[src/rtl/khr_pkg.sv]
// ----------------------------------------------------------------------------
// khr_pkg
// Shared constants, keymap tables and sequencer states for the key matrix
// to HID boot report converter.
// ----------------------------------------------------------------------------
package khr_pkg;

	localparam int ROWS      = 8;
	localparam int COLS      = 8;
	localparam int KEYS      = ROWS * COLS;
	localparam int KEY_SLOTS = 6;
	localparam int OUT_SLOTS = 6;

	localparam int FN_ROW = 5;
	localparam int FN_COL = 4;
	localparam logic [5:0] FN_POS = 6'(FN_ROW * COLS + FN_COL);

	localparam logic [7:0] MOD_FIRST = 8'hE0;
	localparam logic [7:0] MOD_LAST  = 8'hE7;

	typedef enum logic [1:0] {
		ST_IDLE,
		ST_WALK,
		ST_FINISH
	} state_t;

	typedef logic [7:0] key_code_t;

	// normal layer, row-major
	localparam key_code_t BASE_MAP [KEYS] = '{
		8'h1F, 8'h14, 8'h1A, 8'h16, 8'h04, 8'h1D, 8'h1B, 8'h06,
		8'h20, 8'h21, 8'h15, 8'h08, 8'h07, 8'h09, 8'h19, 8'h05,
		8'h22, 8'h23, 8'h1C, 8'h17, 8'h0A, 8'h0B, 8'h11, 8'h00,
		8'h1E, 8'h29, 8'h2B, 8'hE0, 8'hE1, 8'hE2, 8'hE3, 8'h2C,
		8'h24, 8'h25, 8'h18, 8'h0C, 8'h0E, 8'h0D, 8'h10, 8'h00,
		8'h31, 8'h35, 8'h2A, 8'h28, 8'h00, 8'hE5, 8'hE6, 8'hE7,
		8'h26, 8'h27, 8'h12, 8'h13, 8'h33, 8'h0F, 8'h36, 8'h00,
		8'h2D, 8'h2E, 8'h30, 8'h2F, 8'h34, 8'h38, 8'h37, 8'h00
	};

	// fn layer, zero falls back to the normal layer
	localparam key_code_t ALT_MAP [KEYS] = '{
		8'h3B, 8'h00, 8'h00, 8'h80, 8'h81, 8'h00, 8'h00, 8'h00,
		8'h3C, 8'h3D, 8'h00, 8'h00, 8'h7F, 8'h00, 8'h00, 8'h00,
		8'h3E, 8'h3F, 8'h00, 8'h00, 8'h00, 8'h00, 8'h00, 8'h00,
		8'h3A, 8'h66, 8'h39, 8'h00, 8'h00, 8'h00, 8'h00, 8'h00,
		8'h40, 8'h41, 8'h00, 8'h46, 8'h4A, 8'h00, 8'h00, 8'h00,
		8'h49, 8'h4C, 8'h2A, 8'h28, 8'h00, 8'h00, 8'h00, 8'h78,
		8'h42, 8'h43, 8'h47, 8'h48, 8'h50, 8'h4B, 8'h4D, 8'h00,
		8'h44, 8'h45, 8'h00, 8'h52, 8'h4F, 8'h51, 8'h4E, 8'h00
	};

endpackage

[src/rtl/key_matrix_to_hid_report.sv]
// ----------------------------------------------------------------------------
// key_matrix_to_hid_report
// Walks one 8x8 matrix scan key by key and builds a 6-key HID boot report.
// ----------------------------------------------------------------------------
// Usage:
//   Input channel: scan_bits with in_valid / in_stall. A request is taken at
//   a rising edge with in_valid high and in_stall low. in_stall stays high
//   while a scan is being walked.
//   Output channel: modifier_bits and slot_zero..slot_five with out_valid /
//   out_stall, held in an output register until the receiver takes it.
//   Timing: after a request is taken, a position counter steps through all
//   64 keys, one key lookup per cycle, then the finish step loads the report
//   into the output register. The block stalls new scans during the walk and
//   the finish step and takes the next one once it is back in idle.
//   If the previous report is still stalled at the output when a walk
//   ends, the block waits in its finish step until the register frees up.
//   The next scan can be taken while a report waits in the output register.
//   Reset: previous scan and the per-key fn latches clear to zero, the
//   output register is empty and the block is ready for a request.
// ----------------------------------------------------------------------------
module key_matrix_to_hid_report (
	input  logic        clk,
	input  logic        arst_n,
	input  logic [63:0] scan_bits,
	input  logic        in_valid,
	output logic        in_stall,
	output logic [7:0]  modifier_bits,
	output logic [7:0]  slot_zero,
	output logic [7:0]  slot_one,
	output logic [7:0]  slot_two,
	output logic [7:0]  slot_three,
	output logic [7:0]  slot_four,
	output logic [7:0]  slot_five,
	output logic        out_valid,
	input  logic        out_stall
);

	khr_pkg::state_t state_q, state_d;

	logic [63:0] scan_q;
	logic [63:0] prev_q;
	logic [63:0] latch_q;
	logic [5:0]  pos_q;
	logic [2:0]  filled_q;
	logic [7:0]  mods_q;
	khr_pkg::key_code_t slots_q [khr_pkg::OUT_SLOTS];
	khr_pkg::key_code_t out_slots_q [khr_pkg::OUT_SLOTS];
	logic [7:0]  out_mods_q;
	logic        out_valid_q;

	logic       in_take;
	logic       out_free;
	logic       load_out;
	logic       last_pos;
	logic [7:0] row_now;
	logic [7:0] row_old;
	logic       visit;
	logic       pressed;
	logic       fn_down;
	logic       latch_new;
	khr_pkg::key_code_t base_code;
	khr_pkg::key_code_t alt_code;
	khr_pkg::key_code_t code;
	logic       is_mod;
	logic       slot_wr;

	assign out_free = !out_valid_q || !out_stall;
	assign last_pos = (pos_q == 6'(khr_pkg::KEYS - 1));

	// per-key datapath for the current walk position
	always_comb begin
		row_now   = scan_q[{pos_q[5:3], 3'b000} +: 8];
		row_old   = prev_q[{pos_q[5:3], 3'b000} +: 8];
		// quiet rows and anything after the slots fill are not visited
		visit     = ((row_now != 8'h00) || (row_old != 8'h00))
		            && (filled_q < 3'(khr_pkg::KEY_SLOTS));
		pressed   = scan_q[pos_q];
		fn_down   = scan_q[khr_pkg::FN_POS];
		latch_new = fn_down ? pressed : latch_q[pos_q];
		base_code = khr_pkg::BASE_MAP[pos_q];
		alt_code  = khr_pkg::ALT_MAP[pos_q];
		code      = (latch_new && (alt_code != 8'h00)) ? alt_code : base_code;
		is_mod    = code inside {[khr_pkg::MOD_FIRST:khr_pkg::MOD_LAST]};
		slot_wr   = visit && pressed && !is_mod && (code != 8'h00);
	end

	always_comb begin
		state_d  = state_q;
		in_take  = 1'b0;
		load_out = 1'b0;
		in_stall = 1'b1;
		case (state_q)
			khr_pkg::ST_IDLE: begin
				in_stall = 1'b0;
				if (in_valid) begin
					in_take = 1'b1;
					state_d = khr_pkg::ST_WALK;
				end
			end
			khr_pkg::ST_WALK: begin
				if (last_pos) begin
					state_d = khr_pkg::ST_FINISH;
				end
			end
			khr_pkg::ST_FINISH: begin
				if (out_free) begin
					load_out = 1'b1;
					state_d  = khr_pkg::ST_IDLE;
				end
			end
			default: begin
				state_d = khr_pkg::ST_IDLE;
			end
		endcase
	end

	always_ff @(posedge clk or negedge arst_n) begin
		if (!arst_n) begin
			state_q <= khr_pkg::ST_IDLE;
		end else begin
			state_q <= state_d;
		end
	end

	// walk control and report accumulation
	always_ff @(posedge clk or negedge arst_n) begin
		if (!arst_n) begin
			pos_q    <= '0;
			filled_q <= '0;
			mods_q   <= '0;
			prev_q   <= '0;
			latch_q  <= '0;
		end else begin
			if (in_take) begin
				pos_q    <= '0;
				filled_q <= '0;
				mods_q   <= '0;
			end else if (state_q == khr_pkg::ST_WALK) begin
				pos_q <= pos_q + 6'd1;
				if (visit) begin
					latch_q[pos_q] <= latch_new;
					if (pressed && is_mod) begin
						mods_q[code[2:0]] <= 1'b1;
					end
					if (slot_wr) begin
						filled_q <= filled_q + 3'd1;
					end
				end
			end
			if (load_out) begin
				prev_q <= scan_q;
			end
		end
	end

	always_ff @(posedge clk) begin
		if (in_take) begin
			scan_q <= scan_bits;
			for (int k = 0; k < khr_pkg::OUT_SLOTS; k++) begin
				slots_q[k] <= 8'h00;
			end
		end else if ((state_q == khr_pkg::ST_WALK) && slot_wr) begin
			for (int k = 0; k < khr_pkg::OUT_SLOTS; k++) begin
				if (filled_q == 3'(k)) begin
					slots_q[k] <= code;
				end
			end
		end
	end

	// output register
	always_ff @(posedge clk or negedge arst_n) begin
		if (!arst_n) begin
			out_valid_q <= 1'b0;
		end else begin
			if (load_out) begin
				out_valid_q <= 1'b1;
			end else if (!out_stall) begin
				out_valid_q <= 1'b0;
			end
		end
	end

	always_ff @(posedge clk) begin
		if (load_out) begin
			out_mods_q <= mods_q;
			for (int k = 0; k < khr_pkg::OUT_SLOTS; k++) begin
				out_slots_q[k] <= slots_q[k];
			end
		end
	end

	assign out_valid     = out_valid_q;
	assign modifier_bits = out_mods_q;
	assign slot_zero     = out_slots_q[0];
	assign slot_one      = out_slots_q[1];
	assign slot_two      = out_slots_q[2];
	assign slot_three    = out_slots_q[3];
	assign slot_four     = out_slots_q[4];
	assign slot_five     = out_slots_q[5];

endmodule

[config.mk]
export PLATFORM = sky130hd
export DESIGN_NAME = key_matrix_to_hid_report
export DESIGN_NICKNAME = d
export VERILOG_FILES = /design/src/rtl/khr_pkg.sv /design/src/rtl/key_matrix_to_hid_report.sv
export SDC_FILE = /design/constraint.sdc
export NUM_CORES = 1
export LEC_CHECK = 0
export ABC_CLOCK_PERIOD_IN_PS = 3810
export BUFFER_PORTS_ARGS = -buffer_cell sky130_fd_sc_hd__buf_4
export CAP_MARGIN = 15
export CORE_ASPECT_RATIO = 1.75
export CORE_MARGIN = 10
export CORE_UTILIZATION = 30
export DETAILED_ROUTE_END_ITERATION = 6
export SYNTH_ARGS = -nofsm -noshare
export SYNTH_HDL_FRONTEND = slang
export SYNTH_SLANG_ARGS = --single-unit
[constraint.sdc]
create_clock -name clk -period 3.81 [get_ports clk]
set_input_delay 0.381 -clock clk [delete_from_list [all_inputs] [get_ports clk]]
set_output_delay 0.381 -clock clk [all_outputs]
set_load 0.02 [all_outputs]
== Word level (Yosys, flattened, before mapping) ==
Memory sizes are Yosys's and may differ from the RTL's.
Index checks and enable logic that the tools add are counted.

* Add/subtract/negate cells: 2
* Order comparisons: 8
* Equality and inequality tests: 12
* Shift-type cells: 2
* Multiplexer cells: 70
* Bitwise logic cells: 9
* Reduce and logical (&&, ||, !) cells: 29

{| class="wikitable"
|+ Operator list
! kind !! number
|-
| $shiftx A64 B7 Y8 || 2
|-
| $mux W8 || 15
|-
| $bwmux W64 || 1
|-
| $mux W1 || 40
|-
| $reduce_bool A8 Y1 || 4
|-
| $bmux W1 S6 || 2
|-
| $mux W3 || 4
|-
| $mux W6 || 2
|-
| $reduce_and A3 Y1 || 4
|-
| $logic_and A1 B1 Y1 || 10
|-
| $ge A8 B8 Y1 const B || 1
|-
| $le A8 B8 Y1 const B || 1
|-
| $or A8 B8 Y8 || 1
|-
| $reduce_bool A2 Y1 || 4
|-
| $ge A7 B7 Y1 const B || 1
|-
| $lt A6 B7 Y1 const B || 1
|-
| $not A6 Y7 || 1
|-
| $add A6 B1 Y6 const B || 1
|-
| $demux W1 S6 || 1
|-
| $eq A3 B2 Y1 const B || 2
|-
| $eq A3 B3 Y1 const B || 2
|-
| $eq A6 B6 Y1 const B || 1
|-
| $ge A6 B1 Y1 const B || 1
|-
| $mux W2 || 3
|-
| 17 further kinds || 27
|}

* Flip-flop bits (word level): 220
* Bits in writable memories: 96
* Bits in read-only memories: 1024
* Input port bits: 68
* Word-level logic and storage cells: 145
* Memories: 4

{| class="wikitable"
|+ Memory list
! memory !! depth !! width !! rd ports !! clocked after Yosys merged registers in !! wr ports !! line !! source
|-
| (name not given) || 64 || 8 || 1 || 0 || 0 || key_matrix_to_hid_report.sv:81 || <nowiki>alt_code = khr_pkg::ALT_MAP[pos_q];</nowiki>
|-
| (name not given) || 64 || 8 || 1 || 0 || 0 || key_matrix_to_hid_report.sv:80 || <nowiki>base_code = khr_pkg::BASE_MAP[pos_q];</nowiki>
|-
| out_slots_q || 6 || 8 || 6 || 0 || 6 || key_matrix_to_hid_report.sv:47 || <nowiki>khr_pkg::key_code_t out_slots_q [khr_pkg::OUT_SLOTS];</nowiki>
|-
| slots_q || 6 || 8 || 6 || 0 || 6 || key_matrix_to_hid_report.sv:46 || <nowiki>khr_pkg::key_code_t slots_q [khr_pkg::OUT_SLOTS];</nowiki>
|}

== Longest topological paths before layout ==
* Word-level depth: 17
* Gate-level depth with buffers: 16
* Gate-level depth less buffers: 10

== Worst setup path before layout ==
Ideal clock, no wire load.

* Kind: register to register
* Start point: register pos_q[1]
* End point: memory slots_q[0][0] (netlist bit), enable pin
* Library setup time: 0.384 ns
* Arrival time: 3.502 ns
* Required time: 3.426 ns
* Setup slack: -0.076 ns
* Stages on the path, launching flop included: 14
* Path buffers: 4
* Clock period less this slack: 3.886 ns
* Path through: dfrtp_1 > buf_4 > buf_4 > inv_2 > ha_1 > clkbuf_1 > a31oi_1 > or4_1 > nand2b_1 > nor4_2 > nor3_4 > o31ai_2 > buf_2 > o21ai_0

{| class="wikitable"
|+ RTL lines
! what !! line !! source
|-
| start: declaration || key_matrix_to_hid_report.sv:43 || <nowiki>logic [5:0] pos_q;</nowiki>
|-
| start signal: assignment || key_matrix_to_hid_report.sv:139 || <nowiki>pos_q <= pos_q + 6'd1;</nowiki>
|-
| end: declaration || key_matrix_to_hid_report.sv:46 ||
|}

==> results.toml <==
[outcome]
outcome = "finished clean"

[pwr]
powerDensity_nw_per_um2 = 742
peakVddDrop_v = 0.000388
p_leak_nw = 7.22
total_power_mw = 13.4

[place]
dpl.hpwl_mm = 30.6
port_buffers = 125
pre_cts_slack_ns = 0.288
placed_area_um2 = 16500
dpl.cell_count = 1992
gp_congestion = 0.894

[worst_setup_path]
arrival_ns = 3.95
crit_cells = 10
path_class = "reg -> reg"
r2r_end = "slots_q[5][4]"
required_ns = 4.24
crit_chain = "buf_4 > nand2b_1 > a31oi_1 > or4_1 > nand2b_1 > nor4_2 > nor3_4 > buf_4 > mux2_2 > nor3_1"
critPathMaxFanout = 24
path_buf_inv = 2
worstRegToRegCells = 10
r2r-start = "pos_q[3]"
r2r_setup_slack_ns = 0.29
crit_slowest_cell = "dfrtp_2"
critPathLaunchType = "register"
critPathTopFamily = "simple AND/OR/NAND/NOR gates"
crit_path_max_incr_delay_ns = 0.74
worstSetupEndpointType = "register"

[drt]
drt_iter0_markers = 750
dr.pass1.iters = 5
antenna_left = 0
totalWireLength_mm = 42.4
num_vias = 10700
route.detailed.drc = 0
wl_per_cell_um = 20.1
routed_via_density = 5.05

[clock_tree]
cts_made_buffers = 29
clockBufferDepth = 3
cts_tree = "built"
clkLatencyLatePin_ns = 0.60
cts_root_buffer = "clkbuf_16"
htreeDepth = 1
path_clk_slew_ns = 0.07
clock-sinks = 316

[min_path]
holdPathStages = 3
hold_path_end = "out_valid"
holdCritStartpoint = "out_stall"
hp-class = "in -> reg"

[timing]
slew_headroom_pct = 44.5
fin_tns_setup_ns = 0
timing.final.crit_share_pct = 92.4
worstMarginPinSlew_ns = 0.833
setup_viol = 0
hold_violations = 0
hold_ws_ns = 0.0778
fin_skew_ns = 0.0249
period_minus_slack_ns = 3.52
drv_slew = 0
layout_setup_ws_ns = 0.291
fmax_mhz = 284
rsz0062_at_grt = "false"

[yosys]
yosys.area.top_type = "edfxtp_1"
synthTopCellsByArea = "edfxtp_1 35%, dfrtp_1 26%, nand2_1 6.4%"
syn-num-nets = 1325
ys_warn_count = 0
yosysSeqAreaShare_pct = 60.3
async_flop_share_pct = 46.8
synthDistinctLibCells = 81
synth_edf_count = 168
synth-seq-cells = 316
synthFlopType = "edfxtp_1"
syn_area_um2 = 14500
avgSynthCellArea_um2 = 11.7
netlist_instances = 1237
synth_top_area_share_pct = 34.8

[final_layout]
nets = 1528
final_cell_mix = "248 x nand2_1, 195 x buf_4, 168 x edfxtp_1, 146 x dfrtp_1, 67 x o21ai_0"
final_util_pct = 37.8
n_antenna_cell = 0
layout.cells.non_filler = 2110
final_common_cell = "nand2_1"
drive_above_1_share_pct = 22.0
synthToLayoutAreaGrowth_pct = 24.9
final_cell_area_um2 = 18100

[die]
chipWidth_um = 186
fp.coreArea_um2 = 47900
rows = 106
dieArea_um2 = 57900
die_h_um = 311
ioPinCount = 126
initial_core_util_pct = 30.3

[flow_run]
max-cap-violations = 0

[grt]
antenna_found_initial = 0
grt.total_usage_pct = 14.3
grt_max_degree = 83
grt_pass1_wl_mm = 65.1
gr-total-overflow = 0
grt_pass1_vias = 11100
-- cells by family after synthesis --
kind of cell | count (synthesis) | share of synthesized area [%]
fa+ha+maj | 20 | 1.72
xor+xnor | 2 | 0.121
buf+inv | 116 | 3.73
flops | 316 | 60.3
mux | 90 | 8.02
simple gates | 466 | 14.9
compound gates | 227 | 11.2
-- metal layers --
| layer | track usage (%) | vias to the layer above | part of all wire [%] |
|---|---|---|---|
| li1 | - | 4990 | - |
| met2 | 27.4 | 315 | 55 |
| met4 | 6.66 | 0 | 4.5 |
| met3 | 2.03 | 95 | 4.8 |
| met5 | 0 | - | 0 |
| met1 | 14.7 | 5266 | 36 |
-- registers in the layout (all words and copies together) (netlist names) --
register and count:
slots_q 48, filled_q 3, scan_q 64, prev_q 64, pos_q 6, latch_q 64
mods_q 8, out_valid 1, state_q 2, out_slots_q 48, modifier_bits 8
-- worst reg2reg max path, stage by stage (launching register included) --
cell	delay [ns]
dfrtp_2	0.74
buf_4	0.29
nand2b_1	0.23
a31oi_1	0.14
or4_1	0.57
nand2b_1	0.17
nor4_2	0.08
nor3_4	0.21
buf_4	0.26
mux2_2	0.48
nor3_1	0.18
-- where the power goes --
part           internal (mW)  total [mW]  switching (mW)
logic                   2.22        6.01            3.79
registers               4.16        4.46           0.303
clock network           1.63        2.98            1.35
total                   8.00        13.4            5.44
-- how the worst max path moves through the flow --
stage,endpoint,start
2_1_floorplan,slots_q[4][0],pos_q[1]
3_3_place_gp,slots_q[5][4],pos_q[1]
3_5_place_dp,slots_q[5][4],pos_q[1]
4_1_cts,slots_q[1][0],pos_q[1]
5_1_grt,mods_q[7],pos_q[0]
6_report,slots_q[5][4],pos_q[3]
-- cells in the mapped netlist, drive strengths merged, types with 3 or more instances --
cell type  count
nor3          56
nand3b         5
or2            8
a311oi         3
nor2          40
buf           48
mux4          18
edfxtp       168
nor2b         10
nor4b          3
o32ai          5
mux2          27
and2           7
nand2        248
o211a          3
a21oi         17
nand3         16
dfrtp        148
o211ai         6
o31ai          6
a221oi         5
o21ai         72
a211oi         6
a31oi          9
nand2b        17
clkbuf        47
nand4          9
ha            20
o41ai         51
o311ai         4
nor4          33
mux2i         45
nor3b          4
a22oi         16
inv           19
-- timing repair --
action / 4_1_cts / 5_1_grt
hold endpoints to repair: 144 / 0
setup buffers: 0 / 0
hold buffers: 65 / 0
resized for setup: 0 / 1
setup endpoints to repair: 0 / 1
-- layout make-up --
type / instances / area [µm²]
Clock buffer: 32 / 737
Clock inverter: 21 / 233
Fill cell: 4589 / 29800
Inverter: 21 / 81.3
Multi-Input combinational cell: 805 / 5260
Sequential cell: 316 / 8750
Tap cell: 648 / 811
Timing Repair Buffer: 267 / 2250
No activity file was read; power rests on OpenSTA's default activity.
